[src/rtl/nsm_pkg.sv]
package nsm_pkg;

    // signature table, longest entry sets the stored width
    localparam int TABLE_RULES = 23;
    localparam int TBL_CHARS   = 18;

    // queued request kinds
    localparam logic [1:0] OP_SKIP  = 2'd0;
    localparam logic [1:0] OP_SCAN  = 2'd1;
    localparam logic [1:0] OP_CLEAR = 2'd2;

    localparam int QUEUE_DEPTH = 2;
    localparam int QPTR_W      = $clog2(QUEUE_DEPTH);

    localparam logic [1:0] CAT_SQLI = 2'd0;
    localparam logic [1:0] CAT_XSS  = 2'd1;
    localparam logic [1:0] CAT_PATH = 2'd2;
    localparam logic [1:0] CAT_CMD  = 2'd3;

    typedef struct packed {
        logic [7:0] ch;     // case-folded byte
        logic [1:0] op;
        logic       last;
    } req_t;

    // strings are right-justified: character k sits at byte (len-1-k)
    localparam logic [TBL_CHARS*8-1:0] SIG_TEXT [TABLE_RULES] = '{
        "union select", "union all select", "or 1=1", "' or '", "select * from",
        {"information", "_schema"}, "<script>", "javascript:", "onerror=", "onload=",
        "alert(", "<svg/onload", "../", "..\\", "/etc/passwd",
        "/windows/win.ini", "..\\..", "; sh ", "; bash ", "| sh ",
        "| bash ", "&& id", "&& whoami"
    };

    localparam logic [4:0] SIG_LEN [TABLE_RULES] = '{
        5'd12, 5'd16, 5'd6, 5'd6, 5'd13, 5'd18, 5'd8, 5'd11, 5'd8, 5'd7,
        5'd6, 5'd11, 5'd3, 5'd3, 5'd11, 5'd16, 5'd5, 5'd5, 5'd7, 5'd5,
        5'd7, 5'd5, 5'd9
    };

    localparam logic [1:0] SIG_CAT [TABLE_RULES] = '{
        CAT_SQLI, CAT_SQLI, CAT_SQLI, CAT_SQLI, CAT_SQLI, CAT_SQLI,
        CAT_XSS, CAT_XSS, CAT_XSS, CAT_XSS, CAT_XSS, CAT_XSS,
        CAT_PATH, CAT_PATH, CAT_PATH, CAT_PATH, CAT_PATH,
        CAT_CMD, CAT_CMD, CAT_CMD, CAT_CMD, CAT_CMD, CAT_CMD
    };

endpackage

[src/rtl/nsm_front.sv]
module nsm_front #(
    parameter int MAX_TEXT_LEN = 4095
) (
    input  logic          clk,
    input  logic          rst_n,
    input  logic          s_valid,
    output logic          s_ready,
    input  logic [7:0]    s_data,
    input  logic          s_last,
    output logic          push_valid,
    input  logic          push_ready,
    output nsm_pkg::req_t push_req
);

    localparam int CNT_W = $clog2(MAX_TEXT_LEN + 1);

    logic [CNT_W-1:0] count_reg, count_next;
    logic             ended_reg, ended_next;
    logic             take;
    logic             live;

    assign s_ready    = push_ready;
    assign push_valid = s_valid;
    assign take       = s_valid && push_ready;
    assign live       = !ended_reg && (count_reg < CNT_W'(MAX_TEXT_LEN));

    always_comb
    begin
        push_req.last = s_last;
        push_req.ch   = (s_data inside {[8'h41:8'h5A]}) ? (s_data + 8'h20) : s_data;
        if (!live)
        begin
            push_req.op = nsm_pkg::OP_SKIP;
        end
        else if (s_data == 8'h00)
        begin
            push_req.op = nsm_pkg::OP_CLEAR;
        end
        else
        begin
            push_req.op = nsm_pkg::OP_SCAN;
        end

        count_next = count_reg;
        ended_next = ended_reg;
        if (take)
        begin
            if (s_last)
            begin
                count_next = '0;
                ended_next = 1'b0;
            end
            else if (push_req.op == nsm_pkg::OP_CLEAR)
            begin
                ended_next = 1'b1;
            end
            else if (push_req.op == nsm_pkg::OP_SCAN)
            begin
                count_next = count_reg + CNT_W'(1);
            end
        end
    end

    always_ff @(posedge clk or negedge rst_n)
    begin
        if (!rst_n)
        begin
            count_reg <= '0;
            ended_reg <= 1'b0;
        end
        else
        begin
            count_reg <= count_next;
            ended_reg <= ended_next;
        end
    end

endmodule

[src/rtl/nsm_fifo.sv]
module nsm_fifo (
    input  logic          clk,
    input  logic          rst_n,
    input  logic          push_valid,
    output logic          push_ready,
    input  nsm_pkg::req_t push_req,
    output logic          pop_valid,
    input  logic          pop,
    output nsm_pkg::req_t pop_req
);

    localparam int CNT_W = $clog2(nsm_pkg::QUEUE_DEPTH + 1);

    nsm_pkg::req_t                mem_reg [nsm_pkg::QUEUE_DEPTH];
    logic [nsm_pkg::QPTR_W-1:0]   wr_reg, wr_next;
    logic [nsm_pkg::QPTR_W-1:0]   rd_reg, rd_next;
    logic [CNT_W-1:0]             cnt_reg, cnt_next;
    logic                         do_push, do_pop;

    assign push_ready = (cnt_reg != CNT_W'(nsm_pkg::QUEUE_DEPTH));
    assign pop_valid  = (cnt_reg != '0);
    assign pop_req    = mem_reg[rd_reg];
    assign do_push    = push_valid && push_ready;
    assign do_pop     = pop && pop_valid;

    always_comb
    begin
        wr_next  = do_push ? wr_reg + nsm_pkg::QPTR_W'(1) : wr_reg;
        rd_next  = do_pop ? rd_reg + nsm_pkg::QPTR_W'(1) : rd_reg;
        cnt_next = cnt_reg + CNT_W'(do_push) - CNT_W'(do_pop);
    end

    always_ff @(posedge clk or negedge rst_n)
    begin
        if (!rst_n)
        begin
            wr_reg  <= '0;
            rd_reg  <= '0;
            cnt_reg <= '0;
        end
        else
        begin
            wr_reg  <= wr_next;
            rd_reg  <= rd_next;
            cnt_reg <= cnt_next;
        end
    end

    always_ff @(posedge clk)
    begin
        if (do_push)
        begin
            mem_reg[wr_reg] <= push_req;
        end
    end

    // occupancy must track the pointer distance
    a_cnt_ptr: assert property (@(posedge clk) disable iff (!rst_n)
        (cnt_reg != CNT_W'(nsm_pkg::QUEUE_DEPTH)) && (cnt_reg != '0)
            |-> (wr_reg != rd_reg))
        else $error("queue count disagrees with pointers");

endmodule

[src/rtl/nsm_back.sv]
module nsm_back #(
    parameter int NUM_RULES       = 23,
    parameter int MAX_PATTERN_LEN = 18
) (
    input  logic          clk,
    input  logic          rst_n,
    input  logic          q_valid,
    output logic          q_pop,
    input  nsm_pkg::req_t q_req,
    output logic          out_valid,
    input  logic          out_ready,
    output logic [7:0]    out_data
);

    localparam int ACTIVE = (NUM_RULES < nsm_pkg::TABLE_RULES) ? NUM_RULES
                                                                : nsm_pkg::TABLE_RULES;

    logic [MAX_PATTERN_LEN-1:0] part_reg  [ACTIVE];
    logic [MAX_PATTERN_LEN-1:0] part_next [ACTIVE];
    logic [MAX_PATTERN_LEN-1:0] step_vec  [ACTIVE];
    logic [ACTIVE-1:0]          hit;
    logic [ACTIVE-1:0]          match_reg, match_next, match_acc;
    logic                       oval_reg, oval_next;
    logic [7:0]                 odat_reg, odat_next;
    logic                       blk;
    logic [4:0]                 idx;
    logic [1:0]                 cat;

    // shift-and step for every rule in parallel
    for (genvar r = 0; r < ACTIVE; r++)
    begin : g_rule
        localparam int LEN = int'(nsm_pkg::SIG_LEN[r]);
        logic [MAX_PATTERN_LEN-1:0] eq;
        for (genvar k = 0; k < MAX_PATTERN_LEN; k++)
        begin : g_chr
            if (k < LEN)
            begin : g_on
                assign eq[k] = (q_req.ch == nsm_pkg::SIG_TEXT[r][8*(LEN-1-k) +: 8]);
            end
            else
            begin : g_off
                assign eq[k] = 1'b0;
            end
        end
        assign step_vec[r] = ((part_reg[r] << 1) | MAX_PATTERN_LEN'(1)) & eq;
        if (LEN <= MAX_PATTERN_LEN)
        begin : g_hit
            assign hit[r] = step_vec[r][LEN-1];
        end
        else
        begin : g_nohit
            assign hit[r] = 1'b0;
        end
    end

    assign q_pop     = q_valid && (!q_req.last || !oval_reg || out_ready);
    assign match_acc = (q_req.op == nsm_pkg::OP_SCAN) ? (match_reg | hit) : match_reg;

    // lowest matched rule wins
    always_comb
    begin
        blk = 1'b0;
        idx = '0;
        cat = nsm_pkg::CAT_SQLI;
        for (int r = ACTIVE - 1; r >= 0; r--)
        begin
            if (match_acc[r])
            begin
                blk = 1'b1;
                idx = 5'(r);
                cat = nsm_pkg::SIG_CAT[r];
            end
        end
    end

    always_comb
    begin
        part_next  = part_reg;
        match_next = match_reg;
        oval_next  = oval_reg && !out_ready;
        odat_next  = odat_reg;
        if (q_pop)
        begin
            case (q_req.op)
                nsm_pkg::OP_SCAN:
                begin
                    part_next  = step_vec;
                    match_next = match_acc;
                end
                nsm_pkg::OP_CLEAR:
                begin
                    for (int r = 0; r < ACTIVE; r++)
                    begin
                        part_next[r] = '0;
                    end
                end
                default:
                begin
                    part_next = part_reg;
                end
            endcase
            if (q_req.last)
            begin
                oval_next  = 1'b1;
                odat_next  = {cat, idx, blk};
                match_next = '0;
                for (int r = 0; r < ACTIVE; r++)
                begin
                    part_next[r] = '0;
                end
            end
        end
    end

    always_ff @(posedge clk or negedge rst_n)
    begin
        if (!rst_n)
        begin
            for (int r = 0; r < ACTIVE; r++)
            begin
                part_reg[r] <= '0;
            end
            match_reg <= '0;
            oval_reg  <= 1'b0;
        end
        else
        begin
            part_reg  <= part_next;
            match_reg <= match_next;
            oval_reg  <= oval_next;
        end
    end

    always_ff @(posedge clk)
    begin
        odat_reg <= odat_next;
    end

    assign out_valid = oval_reg;
    assign out_data  = odat_reg;

    a_no_overwrite: assert property (@(posedge clk) disable iff (!rst_n)
        (oval_reg && !out_ready && q_valid && q_req.last) |-> !q_pop)
        else $error("result overwritten while stalled");

    a_clear_after_end: assert property (@(posedge clk) disable iff (!rst_n)
        (q_pop && q_req.last) |=> (match_reg == '0))
        else $error("matched rules survive end of payload");

    a_index_matched: assert property (@(posedge clk) disable iff (!rst_n)
        (q_pop && q_req.last) |=> (out_data[0] || (out_data[7:1] == '0)))
        else $error("unblocked result carries a rule");

endmodule

[src/rtl/nocase_signature_matcher.sv]
// m_axis_tvalid is registered: the last byte passes the two-entry request queue,
// then the output register. Throughput: one byte per cycle while the queue has room;
// the match engine updates all signature vectors for each byte in parallel.
// A stalled result holds in the output register while bytes keep arriving
// until the queue fills. rst_n is asynchronous, active low, and clears all
// partial matches, counters, the queue and the output valid.
module nocase_signature_matcher #(
    parameter int NUM_RULES       = 23,
    parameter int MAX_PATTERN_LEN = 18,
    parameter int MAX_TEXT_LEN    = 4095
) (
    input  logic       clk,
    input  logic       rst_n,
    input  logic       s_axis_tvalid,
    output logic       s_axis_tready,
    input  logic [7:0] s_axis_tdata,   // [7:0] data_byte
    input  logic       s_axis_tlast,   // end_of_text
    output logic       m_axis_tvalid,
    input  logic       m_axis_tready,
    output logic [7:0] m_axis_tdata    // [0] blocked, [5:1] rule_index, [7:6] category
);

    nsm_pkg::req_t f_req, q_req;
    logic          f_valid, f_ready;
    logic          q_valid, q_pop;

    nsm_front #(
        .MAX_TEXT_LEN (MAX_TEXT_LEN)
    ) u_front (
        .clk        (clk),
        .rst_n      (rst_n),
        .s_valid    (s_axis_tvalid),
        .s_ready    (s_axis_tready),
        .s_data     (s_axis_tdata),
        .s_last     (s_axis_tlast),
        .push_valid (f_valid),
        .push_ready (f_ready),
        .push_req   (f_req)
    );

    nsm_fifo u_fifo (
        .clk        (clk),
        .rst_n      (rst_n),
        .push_valid (f_valid),
        .push_ready (f_ready),
        .push_req   (f_req),
        .pop_valid  (q_valid),
        .pop        (q_pop),
        .pop_req    (q_req)
    );

    nsm_back #(
        .NUM_RULES       (NUM_RULES),
        .MAX_PATTERN_LEN (MAX_PATTERN_LEN)
    ) u_back (
        .clk       (clk),
        .rst_n     (rst_n),
        .q_valid   (q_valid),
        .q_pop     (q_pop),
        .q_req     (q_req),
        .out_valid (m_axis_tvalid),
        .out_ready (m_axis_tready),
        .out_data  (m_axis_tdata)
    );

endmodule

[config.mk]
export PLATFORM = sky130hd
export DESIGN_NAME = nocase_signature_matcher
export DESIGN_NICKNAME = d
export VERILOG_FILES = /design/src/rtl/nsm_pkg.sv /design/src/rtl/nsm_front.sv /design/src/rtl/nsm_fifo.sv /design/src/rtl/nsm_back.sv /design/src/rtl/nocase_signature_matcher.sv
export SDC_FILE = /design/constraint.sdc
export NUM_CORES = 1
export LEC_CHECK = 0
export BUFFER_PORTS_ARGS = -buffer_cell sky130_fd_sc_hd__buf_2
export CELL_PAD_IN_SITES_DETAIL_PLACEMENT = 0
export CELL_PAD_IN_SITES_GLOBAL_PLACEMENT = 1
export CORE_MARGIN = 5
export CORE_UTILIZATION = 45
export CTS_CLUSTER_DIAMETER = 100
export CTS_CLUSTER_SIZE = 14
export DETAILED_ROUTE_END_ITERATION = 8
export GPL_TIMING_DRIVEN = 0
export PLACE_DENSITY_LB_ADDON = 0.1
export SYNTH_ARGS = -nofsm -noshare
export SYNTH_HDL_FRONTEND = slang
export SYNTH_SLANG_ARGS = --single-unit
[constraint.sdc]
create_clock -name clk -period 5.65 [get_ports clk]
set_clock_uncertainty 0.1 [all_clocks]
set_input_delay 0.2825 -clock clk [delete_from_list [all_inputs] [get_ports clk]]
set_output_delay 0.2825 -clock clk [all_outputs]
set_load 0.01 [all_outputs]
; After elaboration in Yosys (flattened, before gate mapping)
; Memory sizes are Yosys's and may differ from the RTL's.
; Index checks and enable logic that the tools add are counted.
; Widths: inputs -> output; s select.
[word_totals]
ff_bits = 434
latchBits = 0
ram_bits = 22
romBits = 0
input_bits = 13
out_inout_bits = 10
word_cells = 202
mem_count = 1
[classes]
addsub = 6
mul = 0
n_div = 0
order_cmp = 3
n_eq_ne = 43
n_shift = 0
mux = 57
n_bitwise = 24
reduce_logical = 30
[memory_table]
columns = memory, depth, width, read_ports, rd_ports_with_merged_regs, wr, line
row1 = u_fifo.mem_reg, 2, 11, 1, 0, 1, nsm_fifo.sv:14  ; nsm_pkg::req_t mem_reg [nsm_pkg::QUEUE_DEPTH];
[ops]
columns = op, count
row1 = $pmux 407 s2, 1
row2 = $mux 407, 1
row3 = $eq 8x7->1 const B, 24
row4 = $eq 8x6->1 const B, 13
row5 = $and 18x5->18, 4
row6 = $mux 23, 3
row7 = $and 18x11->18, 3
row8 = $and 18x6->18, 3
row9 = $and 18x7->18, 3
row10 = $and 18x16->18, 2
row11 = $and 18x3->18, 2
row12 = $and 18x8->18, 2
row13 = $mux 12, 3
row14 = $mux 5, 7
row15 = $mux 4, 8
row16 = $mux 2, 15
row17 = $or 23x23->23, 1
row18 = $reduce_or 22->1, 1
row19 = $and 18x13->18, 1
row20 = $and 18x18->18, 1
row21 = $and 18x9->18, 1
row22 = $reduce_or 16->1, 1
row23 = $mux 1, 14
row24 = $add 12x1->12 const B, 1
row25 = other kinds (26), 48

; Longest topological paths before layout
; An unclocked memory read counts as a cell.
[logic_depth]
depth_word = 27
mapped_depth = 11
depth_no_buf = 8

; Cells and area by module
; Synthesis repeated with hierarchy kept, for this count alone.
[unflattened]
hier_cells = 775
area_unflattened_um2 = 9984.6
[modules_own_cells]
columns = module, instances, cells_per_inst, area_each_um2
row1 = nsm_back, 1, 614, 8011.4
row2 = nsm_fifo, 1, 56, 1008.5
row3 = nsm_front, 1, 105, 964.7

; Worst setup path after synthesis
; Ideal clock, no wire load.
[synth_path]
path_kind = reg-to-reg
start = register u_fifo.rd_reg
end = register u_back.odat_reg[2] (netlist: u_back.out_data[2]) (data pin)
setup_ns = 0.146
t_arrival_ns = 2.458
path_slack_ns = 2.946
stages_incl_launch_ff = 8
path_buffers = 0
period_less_slack_ns = 2.704
cell_sequence = dfrtp_1 or4b_4 a221oi_4 a41o_2 or3b_1 a211oi_1 o2111ai_1 a21oi_1
[synth_between]
elab_chain_cells = 26
elab_cells_between_ends = 64
[synth_lines]
columns = element, line
row1 = start: declaration, nsm_fifo.sv:16  ; logic [nsm_pkg::QPTR_W-1:0] rd_reg, rd_next;
row2 = start signal: assignment, nsm_fifo.sv:44  ; rd_reg <= rd_next;
row3 = $mem_v2 2x11 *, --
row4 = $eq 8x7->1, nsm_back.sv:38  ; assign eq[k] = (q_req.ch == nsm_pkg::SIG_TEXT[r][8*(LEN-1-k) +: 8]);
row5 = $and 18x9->18, nsm_back.sv:45  ; assign step_vec[r] = ((part_reg[r] << 1) | MAX_PATTERN_LEN'(1)) & eq;
row6 = $or 23x23->23, nsm_back.sv:57  ; assign match_acc = (q_req.op == nsm_pkg::OP_SCAN) ? (match_reg | hit) : match_reg;
row7 = $mux 23 *, nsm_back.sv:57
row8 = $mux 5 (7 in a row), nsm_back.sv:67  ; if (match_acc[r])
row9 = $mux 4 (8 in a row), nsm_back.sv:67
row10 = $mux 3 (4 in a row), nsm_back.sv:67
row11 = $mux 2 (2 in a row), nsm_back.sv:67
row12 = end signal: assignment, nsm_back.sv:136  ; odat_reg <= odat_next;
row13 = end: declaration, nsm_back.sv:24  ; logic [7:0] odat_reg, odat_next;
; Mark *: on every way between the ends. The rest lies on a longest branch, timed or not.
; A chain may end at the register's enable or synchronous reset.

; Worst setup path in the final report
[layout_path]
start = register u_fifo.rd_reg
end = register u_back.part_reg[235] in the netlist's numbering
[layout_between]
elab_chain_cells = 6
elab_cells_between_ends = 13
[layout_lines]
columns = element, line
row1 = $mem_v2 2x11 *, --
row2 = "parallel branches: the longest is 5 deep, another holds $pmux 407 s2", --
row3 = end signal: assignment, nsm_back.sv:128  ; part_reg <= part_next;
row4 = end: declaration, nsm_back.sv:18  ; logic [MAX_PATTERN_LEN-1:0] part_reg [ACTIVE];
; Every way passes the cells marked *.

==> flow_summary.yaml <==
cts:
  numClockSinks: 223
  clk_transition_reported_paths_ns: 0.06
  clock_tree.buffer_depth: 3
  cts_setup_buffers: 0
  cts_made_buffers: 19
  worst_skew_pair.late_latency_ns: 0.49
  holdBufCountCts: 8
  clockRootBuffer: "sky130_fd_sc_hd__clkbuf_16"
  cts_resized: 0
  cts_htree_levels: 1
  cts_tree: "yes"
place:
  finalWeightedCongestion: 0.865
  place_inst: 1030
  port_buffers: 22
  dp_hpwl_um: 16400
synth:
  synth_flop_cell: "sky130_fd_sc_hd__dfrtp_1"
  postSynthRegisterBits: 223
  netlist-cell-type-count: 64
  synth_nets: 754
  yosys_warnings: 0
  ys_seq_area_share_pct: 62.2
  synth_area_per_cell_sq_um: 12.5
  synth_enable_flop_cells: 30
  postSynthCellCount: 737
  fraction_of_synthesis_flops_using_an_asynchronous_set_or_reset_pin_pct: 86.5
  mappedNetlistArea_sq_um: 9210
cells_and_area:
  layout.cells.non_filler: 1063
  diodes: 0
  largest_reg_flops: 152
  syn_to_final_growth_pct: 11.6
  drive_gt1_share_pct: 9.71
  post_layout_net_count: 806
sta:
  hold-worst-slack_ns: 0.0229
  slew_viol_final: 0
  final_hold_viol_count: 0
  timing.fmax_mhz: 274
  worst_pin_slew_ns: 1.16
  final.min_clock_period_ns: 3.64
  grt_setup_unrepaired: "no"
  period_share_pct: 64.5
  max_slew_margin_pct: 22.3
  final_setup_vio_count: 0
  setup-tns-final_ns: 0
outcome:
  outcome: "complete, no violations"
critical_path:
  crit_arrival_ns: 3.96
  critical_path.reg2reg.startpoint: "u_fifo.rd_reg"
  setup.worst_path.start: "u_fifo.rd_reg"
  crit_path_start_kind: "flop"
  worst-endpoint-required_ns: 5.96
  worst_r2r_path_depth: 8
  worstSetupPathType: "reg2reg"
  r2r_setup_slack_ns: 2.01
  crit_path_max_fanout: 10
  cp_endpoint_kind: "flop"
  worstReg2RegEnd: "u_back.part_reg[235]"
  cp-endpoint: "u_back.part_reg[235]"
detailed_routing:
  dr_wl_met3_um: 1010
  vias_per_cell: 6.01
  wl_per_cell_um: 21.8
  detail_route.iter0.violations: 528
  detail_route.drc_violations: 0
  routed-via-count: 6392
  wl_met2_um: 10300
  drt_pass1_iterations: 5
  routed_wl_um: 23200
  dr.max_layer_used: "met4"
  antenna_left: 0
  met1Wirelength_um: 11000
power_and_ir_drop:
  power.static_leakage_uw: 0.00473
  power_frac_seq_pct: 45.3
  power.density_cell_area_nw_per_um2: 385
  clkPwrFrac_pct: 29.2
  switching_share_pct: 34.9
  power_switching_uw: 1380
  p_int_uw: 2580
  power.total_uw: 3960
  maximum_vdd_ir_drop_v: 0.000181
  share_comb_of_total_power_pct: 25.5
floorplan:
  die_area_sq_um: 23400
  die_h_um: 153
  num_io_pins: 23
  std_cell_rows: 52
  floorplan.initialDensity_pct: 45.7
  die_width_um: 153
  floorplan.core_area_sq_um: 20200
global_routing:
  grt_pass1_wl_um: 37200
  antenna_violations_before_repair: 0
  globalRouteTotalUtil_pct: 19.8
  grt_overflow: 0
  grt_pass1_vias: 6501
  maximum_number_of_pins_on_one_net_before_global_route_repair: 115
min_path:
  hold_class: "in2reg"
job:
  drv.max_cap_violation_count: 0
## cell families after synthesis
group	share of synthesized area, %
AOI/OAI and AO/OA	22.5
DFF	62.2
and+or+nand+nor	11.0
buffers and inverters	1.96
xor gates and xnor gates	1.24
muxes	0.448
adders and majority gates	0.544
## per-stage QoR
step	cell area [sq um]	setup WS [ns]	utilization, %
4_1_cts	10300	2.02	50.9
3_5_place_dp	9690	2.06	48.1
3_3_place_gp	9660	1.15	47.9
5_1_grt	10300	1.71	50.9
2_1_floorplan	9210	2.95	-
6_report	10300	2.01	50.9
## worst min path at each step
stage | endpoint | slack [ns] | startpoint | depth (start not counted)
2_1_floorplan | u_back.match_reg[0] | -0.11 | rst_n | 0
3_3_place_gp | u_back.part_reg[0] | 0.36 | u_back.part_reg[0] | 1
3_5_place_dp | u_back.match_reg[17] | 0.21 | rst_n | 1
4_1_cts | u_fifo.mem_reg[1][10] | 0.006 | s_axis_tdata[7] | 2
5_1_grt | u_fifo.mem_reg[1][10] | 0.03 | s_axis_tdata[7] | 2
6_report | u_fifo.mem_reg[1][10] | 0.02 | s_axis_tdata[7] | 2
## worst max-delay path: stages, from the launching register on
cell	delay [ns]
sky130_fd_sc_hd__dfrtp_1	0.46
sky130_fd_sc_hd__mux2i_1	0.50
sky130_fd_sc_hd__o22ai_1	0.31
sky130_fd_sc_hd__a21o_1	0.22
sky130_fd_sc_hd__buf_2	0.20
sky130_fd_sc_hd__nor2_2	0.27
sky130_fd_sc_hd__nand3_1	0.34
sky130_fd_sc_hd__nor2_1	0.92
sky130_fd_sc_hd__a22o_1	0.25
## per-layer routing
metal | vias up | global-route usage, %
li1 | 2916 | -
met1 | 3274 | 29.4
met2 | 159 | 30.1
met3 | 43 | 2.86
met4 | 0 | 6.53
met5 | - | 0
## power groups by stage
stage / combinational [uW] / sequential (uW) / clock [uW]
6_report: 1010 / 1790 / 1160
3_3_place_gp: 991 / 1820 / 0
4_1_cts: 1010 / 1790 / 1190
3_5_place_dp: 1000 / 1820 / 0
2_1_floorplan: 637 / 1820 / 0
5_1_grt: 1110 / 1800 / 1250
## synthesized netlist by cell type, types with 5 or more instances
cell type / count / share of area (%)
sky130_fd_sc_hd__dfrtp_1: 193 / 52
sky130_fd_sc_hd__a22o_1: 142 / 14
sky130_fd_sc_hd__nand2_1: 50 / 2.0
sky130_fd_sc_hd__nor2_1: 48 / 2.0
sky130_fd_sc_hd__edfxtp_1: 30 / 9.8
sky130_fd_sc_hd__clkbuf_1: 23 / 0.94
sky130_fd_sc_hd__o21ai_0: 21 / 1.1
sky130_fd_sc_hd__a21oi_1: 15 / 0.82
sky130_fd_sc_hd__nand3_1: 13 / 0.71
sky130_fd_sc_hd__nor3_1: 13 / 0.71
sky130_fd_sc_hd__a31oi_1: 12 / 0.82
sky130_fd_sc_hd__inv_1: 11 / 0.45
sky130_fd_sc_hd__a21o_1: 10 / 0.82
sky130_fd_sc_hd__nand3b_1: 10 / 0.82
sky130_fd_sc_hd__xnor2_1: 10 / 0.95
sky130_fd_sc_hd__and3_1: 9 / 0.61
sky130_fd_sc_hd__buf_2: 9 / 0.49
sky130_fd_sc_hd__a211oi_1: 7 / 0.57
sky130_fd_sc_hd__a22oi_1: 7 / 0.57
sky130_fd_sc_hd__a32o_1: 7 / 0.76
sky130_fd_sc_hd__or3b_2: 7 / 0.67
sky130_fd_sc_hd__and2_1: 6 / 0.41
sky130_fd_sc_hd__or3_1: 6 / 0.41
sky130_fd_sc_hd__a31o_2: 5 / 0.48
sky130_fd_sc_hd__o31ai_1: 5 / 0.41
## cell usage in the layout (no fill, tap or decap), drive strengths merged, types with 6 or more instances in the layout
cell type / netlist / routed
nand3b: 10 / 10
or3b: 9 / 9
a21o: 10 / 10
o21ai: 22 / 22
a211oi: 7 / 7
dlygate4sd3: 0 / 8
nand3: 13 / 13
a31oi: 12 / 12
buf: 10 / 33
and2: 7 / 7
a32o: 7 / 7
a22o: 142 / 142
edfxtp: 30 / 30
a22oi: 7 / 7
nor3: 15 / 15
nor2: 49 / 49
or3: 6 / 6
nand2: 50 / 50
and3: 9 / 9
dfrtp: 193 / 193
clkbuf: 23 / 48
xnor2: 10 / 10
inv: 11 / 11
a21oi: 15 / 15
## final cells by class
type                            count  area, sq um
Inverter                           11         41.3
Multi-Input combinational cell    470         3300
Fill cell                        1834         9900
Buffer                             33          139
Timing Repair Buffer               31          228
Sequential cell                   223         5730
Tap cell                          270          338
Clock buffer                       25          498
Note: power is estimated with default switching activity, not from simulation.
